`config.mk`:
```
export PLATFORM = sky130hd
export DESIGN_NAME = rtt_flood_mode_control_core
export DESIGN_NICKNAME = d
export VERILOG_FILES = /design/src/rtl/rtt_fm_pkg.sv /design/src/rtl/rtt_fm_smooth.sv /design/src/rtl/rtt_fm_ctrl.sv /design/src/rtl/rtt_flood_mode_control_core.sv
export SDC_FILE = /design/constraint.sdc
export NUM_CORES = 1
export LEC_CHECK = 0
export BUFFER_PORTS_ARGS = -buffer_cell sky130_fd_sc_hd__buf_2
export CORE_ASPECT_RATIO = 0.9
export CORE_MARGIN = 2
export CORE_UTILIZATION = 60
export CTS_CLUSTER_SIZE = 28
export DETAILED_ROUTE_END_ITERATION = 16
export PLACE_DENSITY = 0.78
export SETUP_SLACK_MARGIN = 0.3
export SYNTH_ARGS = -nofsm -noshare
export SYNTH_HDL_FRONTEND = slang
export SYNTH_SLANG_ARGS = --single-unit
```
`constraint.sdc`:
```
create_clock -name clk_i -period 30.7 [get_ports clk_i]
set_input_delay 3.07 -clock clk_i [delete_from_list [all_inputs] [get_ports clk_i]]
set_output_delay 3.07 -clock clk_i [all_outputs]
set_load 0.02 [all_outputs]
```
`src/rtl/rtt_fm_pkg.sv`:
```
// Package for the RTT flood mode controller.
// Holds the configuration struct, the result struct, event codes and reset values.
// No dependencies.
`timescale 1ns / 1ps

package rtt_fm_pkg;

  // Configuration register indexes.
  localparam logic [1:0] CFG_THRESHOLD = 2'd0;
  localparam logic [1:0] CFG_MIN_PER   = 2'd1;
  localparam logic [1:0] CFG_MAX_PER   = 2'd2;
  localparam logic [1:0] CFG_REVIEW    = 2'd3;

  // Configuration reset values.
  localparam logic [15:0] THRESHOLD_RST = 16'd250;
  localparam logic [15:0] MIN_PER_RST   = 16'd1000;
  localparam logic [15:0] MAX_PER_RST   = 16'd60000;
  localparam logic [15:0] REVIEW_RST    = 16'd10000;

  // Flood period after reset.
  localparam logic [15:0] PERIOD_RST = 16'd10000;

  // Event codes reported with every result.
  localparam logic [2:0] EV_NONE         = 3'd0;
  localparam logic [2:0] EV_ENTER        = 3'd1;
  localparam logic [2:0] EV_ENTER_DOUBLE = 3'd2;
  localparam logic [2:0] EV_FELL         = 3'd3;
  localparam logic [2:0] EV_CLEAR        = 3'd4;
  localparam logic [2:0] EV_CLEAR_HALVE  = 3'd5;

  // Beat widths.
  localparam int IN_DATA_W  = 48;
  localparam int OUT_DATA_W = 40;

  typedef struct packed {
    logic [15:0] threshold;
    logic [15:0] min_period;
    logic [15:0] max_period;
    logic [15:0] review_period;
  } cfg_t;

  typedef struct packed {
    logic        flooded;
    logic [15:0] period;
    logic [2:0]  ev;
  } res_t;

endpackage

```
`src/rtl/rtt_fm_smooth.sv`:
```
// Smoothed RTT update: moves the fixed point value a tenth of the way to the sample.
// The divide by ten is a reciprocal multiply. Depends on nothing but its parameter.
`timescale 1ns / 1ps

module rtt_fm_smooth #(
  parameter int FRACTION_BITS = 4
) (
  input  logic [16+FRACTION_BITS-1:0] old_i,
  input  logic [15:0]                 sample_i,
  output logic [16+FRACTION_BITS-1:0] nxt_o
);

  localparam int SW = 16 + FRACTION_BITS;
  localparam int XW = SW + 1;
  localparam int SH = XW + 3;
  // ceil(2^SH / 10); the error stays below one eighth of a unit, so floor is exact.
  localparam longint unsigned RECIP = ((64'd1 << SH) + 64'd9) / 64'd10;

  logic [XW-1:0]   recip_c;
  logic [SW-1:0]   target;
  logic            up;
  logic [SW-1:0]   mag;
  logic [XW-1:0]   rounded;
  logic [2*XW-1:0] prod;
  logic [SW-1:0]   step;

  assign recip_c = RECIP[XW-1:0];
  assign target  = SW'(sample_i) << FRACTION_BITS;
  assign up      = (target >= old_i);
  assign mag     = up ? (target - old_i) : (old_i - target);

  // Step is mag / 10 rounded to nearest, ties away from zero.
  assign rounded = {1'b0, mag} + XW'(5);
  assign prod    = (2*XW)'(rounded) * (2*XW)'(recip_c);
  assign step    = SW'(prod[2*XW-1:SH]);

  // A zero value means no history, so the sample is taken as is.
  always_comb begin
    if (old_i == '0) begin
      nxt_o = target;
    end else if (up) begin
      nxt_o = old_i + step;
    end else begin
      nxt_o = old_i - step;
    end
  end

endmodule

```
`src/rtl/rtt_fm_ctrl.sv`:
```
// Flood mode state: smoothed RTT, flood flag, adaptive period, exit and review times.
// Depends on rtt_fm_pkg and rtt_fm_smooth.
`timescale 1ns / 1ps

module rtt_fm_ctrl #(
  parameter int FRACTION_BITS = 4
) (
  input  logic                        clk_i,
  input  logic                        rst_ni,
  input  logic                        upd_i,
  input  rtt_fm_pkg::cfg_t            cfg_i,
  input  logic [31:0]                 now_i,
  input  logic [15:0]                 sample_i,
  output logic [15:0]                 smoothed_o,
  output rtt_fm_pkg::res_t            res_o
);

  import rtt_fm_pkg::*;

  localparam int SW = 16 + FRACTION_BITS;

  logic [SW-1:0] smoothed_q, smoothed_d;
  logic          flag_q, flag_d;
  logic [15:0]   period_q, period_d;
  logic [31:0]   exit_q, exit_d;
  logic [31:0]   review_q, review_d;

  logic [SW-1:0] thr_fx;
  logic [31:0]   since_exit;
  logic [31:0]   since_review;
  logic [16:0]   dbl;
  logic [15:0]   half;
  logic [2:0]    ev;

  rtt_fm_smooth #(
    .FRACTION_BITS(FRACTION_BITS)
  ) u_smooth (
    .old_i   (smoothed_q),
    .sample_i(sample_i),
    .nxt_o   (smoothed_d)
  );

  assign thr_fx       = SW'(cfg_i.threshold) << FRACTION_BITS;
  assign since_exit   = now_i - exit_q;
  assign since_review = now_i - review_q;
  assign dbl          = {period_q, 1'b0};
  assign half         = period_q >> 1;

  // Threshold crossings and the clearing check, in priority order.
  always_comb begin
    flag_d   = flag_q;
    period_d = period_q;
    exit_d   = exit_q;
    review_d = review_q;
    ev       = EV_NONE;
    if (smoothed_q < thr_fx && smoothed_d > thr_fx) begin
      flag_d = 1'b1;
      ev     = EV_ENTER;
      if (since_exit < {16'd0, period_q}) begin
        period_d = (dbl < {1'b0, cfg_i.max_period}) ? dbl[15:0] : cfg_i.max_period;
        ev       = EV_ENTER_DOUBLE;
      end
    end else if (smoothed_q > thr_fx && smoothed_d < thr_fx) begin
      exit_d   = now_i;
      review_d = now_i;
      ev       = EV_FELL;
    end else if (smoothed_d < thr_fx && since_exit > {16'd0, period_q}) begin
      flag_d = 1'b0;
      ev     = EV_CLEAR;
      if (since_review > {16'd0, cfg_i.review_period}) begin
        review_d = now_i;
        period_d = (half > cfg_i.min_period) ? half : cfg_i.min_period;
        ev       = EV_CLEAR_HALVE;
      end
    end
  end

  assign smoothed_o    = smoothed_d[SW-1:FRACTION_BITS];
  assign res_o.flooded = flag_d;
  assign res_o.period  = period_d;
  assign res_o.ev      = ev;

  // State moves only when a beat is processed.
  always_ff @(posedge clk_i or negedge rst_ni) begin
    if (!rst_ni) begin
      smoothed_q <= '0;
      flag_q     <= 1'b0;
      period_q   <= PERIOD_RST;
      exit_q     <= '0;
      review_q   <= '0;
    end else if (upd_i) begin
      smoothed_q <= smoothed_d;
      flag_q     <= flag_d;
      period_q   <= period_d;
      exit_q     <= exit_d;
      review_q   <= review_d;
    end
  end

endmodule

```
`src/rtl/rtt_flood_mode_control_core.sv`:
```
// Top level of the RTT flood mode controller: stream ports, config registers, pipeline.
// Depends on rtt_fm_pkg and rtt_fm_ctrl.
// Datapath: an input beat is taken into the input register and its result into the output
// register; the result moves on only when the output register is free or being drained.
// Throughput: one beat per cycle while the output register is free or drained; the
// smoothing multiply and threshold logic sit between the input and output registers.
// Reset: asynchronous, active low; clears the state and loads the config defaults.
`timescale 1ns / 1ps

module rtt_flood_mode_control_core #(
  parameter int FRACTION_BITS = 4
) (
  input  logic                              clk_i,
  input  logic                              rst_ni,
  // Configuration write port.
  input  logic                              cfg_we_i,
  input  logic [1:0]                        cfg_idx_i,
  input  logic [15:0]                       cfg_data_i,
  // Input stream.
  input  logic                              s_axis_tvalid,
  output logic                              s_axis_tready,
  // [31:0] now_ms, [47:32] rtt_sample_ms
  input  logic [rtt_fm_pkg::IN_DATA_W-1:0]  s_axis_tdata,
  // Output stream.
  output logic                              m_axis_tvalid,
  input  logic                              m_axis_tready,
  // [0] flooded, [16:1] smoothed_rtt_ms, [32:17] flood_period_ms, [35:33] event_res,
  // [39:36] zero
  output logic [rtt_fm_pkg::OUT_DATA_W-1:0] m_axis_tdata
);

  import rtt_fm_pkg::*;

  cfg_t        cfg_q;
  logic        in_valid_q;
  logic [31:0] in_now_q;
  logic [15:0] in_rtt_q;
  logic        out_valid_q;
  logic [OUT_DATA_W-1:0] out_data_q, out_data_d;
  logic        adv;
  logic [15:0] smoothed;
  res_t        res;

  // The held beat moves on when the output register is free or being drained.
  assign adv           = in_valid_q && (!out_valid_q || m_axis_tready);
  assign s_axis_tready = !in_valid_q || adv;

  // Configuration registers.
  always_ff @(posedge clk_i or negedge rst_ni) begin
    if (!rst_ni) begin
      cfg_q.threshold     <= THRESHOLD_RST;
      cfg_q.min_period    <= MIN_PER_RST;
      cfg_q.max_period    <= MAX_PER_RST;
      cfg_q.review_period <= REVIEW_RST;
    end else if (cfg_we_i) begin
      unique case (cfg_idx_i)
        CFG_THRESHOLD: cfg_q.threshold     <= cfg_data_i;
        CFG_MIN_PER:   cfg_q.min_period    <= cfg_data_i;
        CFG_MAX_PER:   cfg_q.max_period    <= cfg_data_i;
        CFG_REVIEW:    cfg_q.review_period <= cfg_data_i;
        default: ;
      endcase
    end
  end

  // Input register valid flag.
  always_ff @(posedge clk_i or negedge rst_ni) begin
    if (!rst_ni) begin
      in_valid_q <= 1'b0;
    end else if (s_axis_tready) begin
      in_valid_q <= s_axis_tvalid;
    end
  end

  // Input register payload.
  always_ff @(posedge clk_i) begin
    if (s_axis_tvalid && s_axis_tready) begin
      in_now_q <= s_axis_tdata[31:0];
      in_rtt_q <= s_axis_tdata[47:32];
    end
  end

  rtt_fm_ctrl #(
    .FRACTION_BITS(FRACTION_BITS)
  ) u_ctrl (
    .clk_i     (clk_i),
    .rst_ni    (rst_ni),
    .upd_i     (adv),
    .cfg_i     (cfg_q),
    .now_i     (in_now_q),
    .sample_i  (in_rtt_q),
    .smoothed_o(smoothed),
    .res_o     (res)
  );

  assign out_data_d = {4'd0, res.ev, res.period, smoothed, res.flooded};

  // Output register valid flag.
  always_ff @(posedge clk_i or negedge rst_ni) begin
    if (!rst_ni) begin
      out_valid_q <= 1'b0;
    end else if (adv) begin
      out_valid_q <= 1'b1;
    end else if (m_axis_tready) begin
      out_valid_q <= 1'b0;
    end
  end

  // Output register payload.
  always_ff @(posedge clk_i) begin
    if (adv) begin
      out_data_q <= out_data_d;
    end
  end

  assign m_axis_tvalid = out_valid_q;
  assign m_axis_tdata  = out_data_q;

endmodule
```
==> reports/results.ini <==
[synth]
netlist_instances=2949
yosysMostFrequentCell=inv_1
yosysSeqAreaShare_pct=24.5
synth_top_area_cell=ha_1
syn_area_per_cell_um2=9.34
synth_commonest_cells=inv_1 (448), ha_1 (415), nor2_1 (179)
synth_area_mm2=0.0275
synth_top_cell_area_share_pct=18.9
synthArstFlopShare_pct=66.5
synth_enable_flop_cells=84
ys_ff_latch=251
synth.distinct_cells=95
synth_area_leaders=ha_1 (19%), dfrtp_1 (13%), fa_1 (10%)
synthFlopType=dfrtp_1
yosys_warnings=0

[placed_design]
port-buffer-count=108
placed_cell_area_mm2=0.0287
dp_hpwl_um=62600
globalplace.congestion=1.02

[timing]
worstMarginPinSlew_ps=1170
post-route-min-period_ps=18530
hold_violations=0
tns_ps=0
slew_viol_final=0
fmax_mhz=54.0
whs_ps=491
setup_viol=0
maxSlewHeadroom_pct=20.3
rsz0062_at_grt=false
skew_ps=49.4
period_share_pct=60.4

[routing]
drc_errors=0
ant_nets=0
wirelength_um=77100
wire_per_inst_um=21.1
via_per_inst=6.13
drt_iter0_drc=1634
vias=22500
first_pass_iters=6

[setup_path]
crit_arrival_ps=18820
path_common_cell=inv_1
end_kind=flop
crit_type=reg2reg
cp_max_fo=26
cp.required_ps=30990
crit_slowest_cell=a2111oi_0
crit_path_start_kind=flop
worst-path-buf-inv=7
critPathTopFamily=compound AO/OA/AOI/OAI gates
cpPeakStageDelay_ps=1030

[outcome]
status=complete, no violations

[job]
maxCapViolCount=0

[clock_tree]
cts_tree=built
clkSinkCount=251
cts_resized=0
insertion_delay_ps=600
clock-root-buffer=clkbuf_16
cts_buffers=28
clkTransAtPathRegs_ps=60
cts-htree-levels=1
hold_buffers=0
cts.path.max_buffers=3
post_cts_buffers=0

[global_route]
grt_antenna_before_repair=0
grt_pass1_vias=22800
grtUsageTotal_pct=32.6
grt_overflow=0
grt_max_degree=92
grt_first_pass_wirelength_um=124000

[floorplanning]
fp.dieW_um=230
design.portCount=113
core_region_area_mm2=0.0454
start_util_pct=60.7
rows=74
die_area_mm2=0.0476
die_h_um=207

[final_layout]
fin_util_pct=65.2
design_area_mm2=0.0296
fin_nets=3656
multiInputGateArea_mm2=0.0188
regArea_mm2=0.00674
syn_to_final_growth_pct=7.44
fillers=3776
final_layout_size_suffix_gt1_share_pct=10.9

[hold_path]
holdCritPathClass=reg2reg

worst reg2reg max path: cells and delay by family, from the launching register on:
family	cells	cell delay (ps)
muxes	1	370
xor gates and xnor gates	3	880
buffers and inverters	7	800
AOI/OAI and AO/OA	21	7470
DFF	1	540
adders and majority gates	11	4420
and+or+nand+nor	13	3740
metal layers:
metal	part of all wire, %	wire [um]	track usage (%)	vias up
li1	-	-	-	10500
met1	43	33500	44.8	11000
met2	46	35700	53.0	835
met3	6.8	5230	4.90	157
met4	3.5	2690	10.4	0
met5	0	0	0	-
final cells by class:
type	count	share of cell area, %
multi-input combinational	2178	63.6
sequential	251	22.8
inverter	448	5.69
tap	608	2.57
clock buffer	36	2.50
timing repair buffer	123	2.23
clock inverter	16	0.618
antenna	1	0.00846
placed cells by master, fill, tap and decap left out, drive strengths merged, types with 23 or more instances in the layout:
cell type	count
a211oi	23
mux2	128
nand2b	28
nand3	48
nand4	30
and2	31
nor3	43
fa	140
a221oi	36
nand2	154
dfstp	29
and3	29
dfrtp	138
xor2	66
clkbuf	36
inv	451
mux2i	31
a21oi	164
ha	415
edfxtp	84
nor2	179
buf	123
nor2b	42
o21a	52
xnor2	77
a21o	75
o21ai	127
metrics by stage:
step,worst slack (ps),instances
after floorplan,15730,2952
after global routing,11000,3660
after detailed placement,12640,3608
after global placement,13030,3608
after CTS,12530,3660
final,12170,3661
path summary, 6_finish.rpt:
kind / start / to / slack, ps / cells past startpoint
max in group asynchronous: rst_ni / u_ctrl.exit_q[24] / 26570 / 2
min in group asynchronous: rst_ni / cfg_q[42] / 2560 / 1
min reg2reg: u_ctrl.review_q[21] / u_ctrl.review_q[21] / 490 / 1
min: u_ctrl.review_q[21] / u_ctrl.review_q[21] / 490 / 1
max reg2reg: u_ctrl.smoothed_q[0] / m_axis_tdata[17] / 12170 / 56
max: u_ctrl.smoothed_q[0] / m_axis_tdata[17] / 12170 / 56
sequential cells by signal, indices dropped and copies added (netlist names):
signal / flops
u_ctrl.period_q: 16
u_ctrl.smoothed_q: 20
in_now_q: 32
u_ctrl.review_q: 32
u_ctrl.exit_q: 32
in_rtt_q: 16
u_ctrl.flag_q: 1
m_axis_tdata: 36
in_valid_q: 1
cfg_q: 64
m_axis_tvalid: 1
logic make-up (layout without fill, tap and decap cells):
logic type | after synthesis | after routing | share of synthesized area [%]
and+or+nand+nor | 663 | 663 | 12.2
xor gates and xnor gates | 143 | 143 | 4.55
AOI/OAI and AO/OA | 654 | 654 | 16.0
DFF | 251 | 251 | 24.5
buffers and inverters | 523 | 623 | 7.38
adders and majority gates | 555 | 555 | 29.0
other | 1 | 5 | 0.0136
muxes | 159 | 159 | 6.41
Power is left out: the tool's default activity adds up to more than one toggle a clock period on the data nets, which glitch-free logic cannot reach.
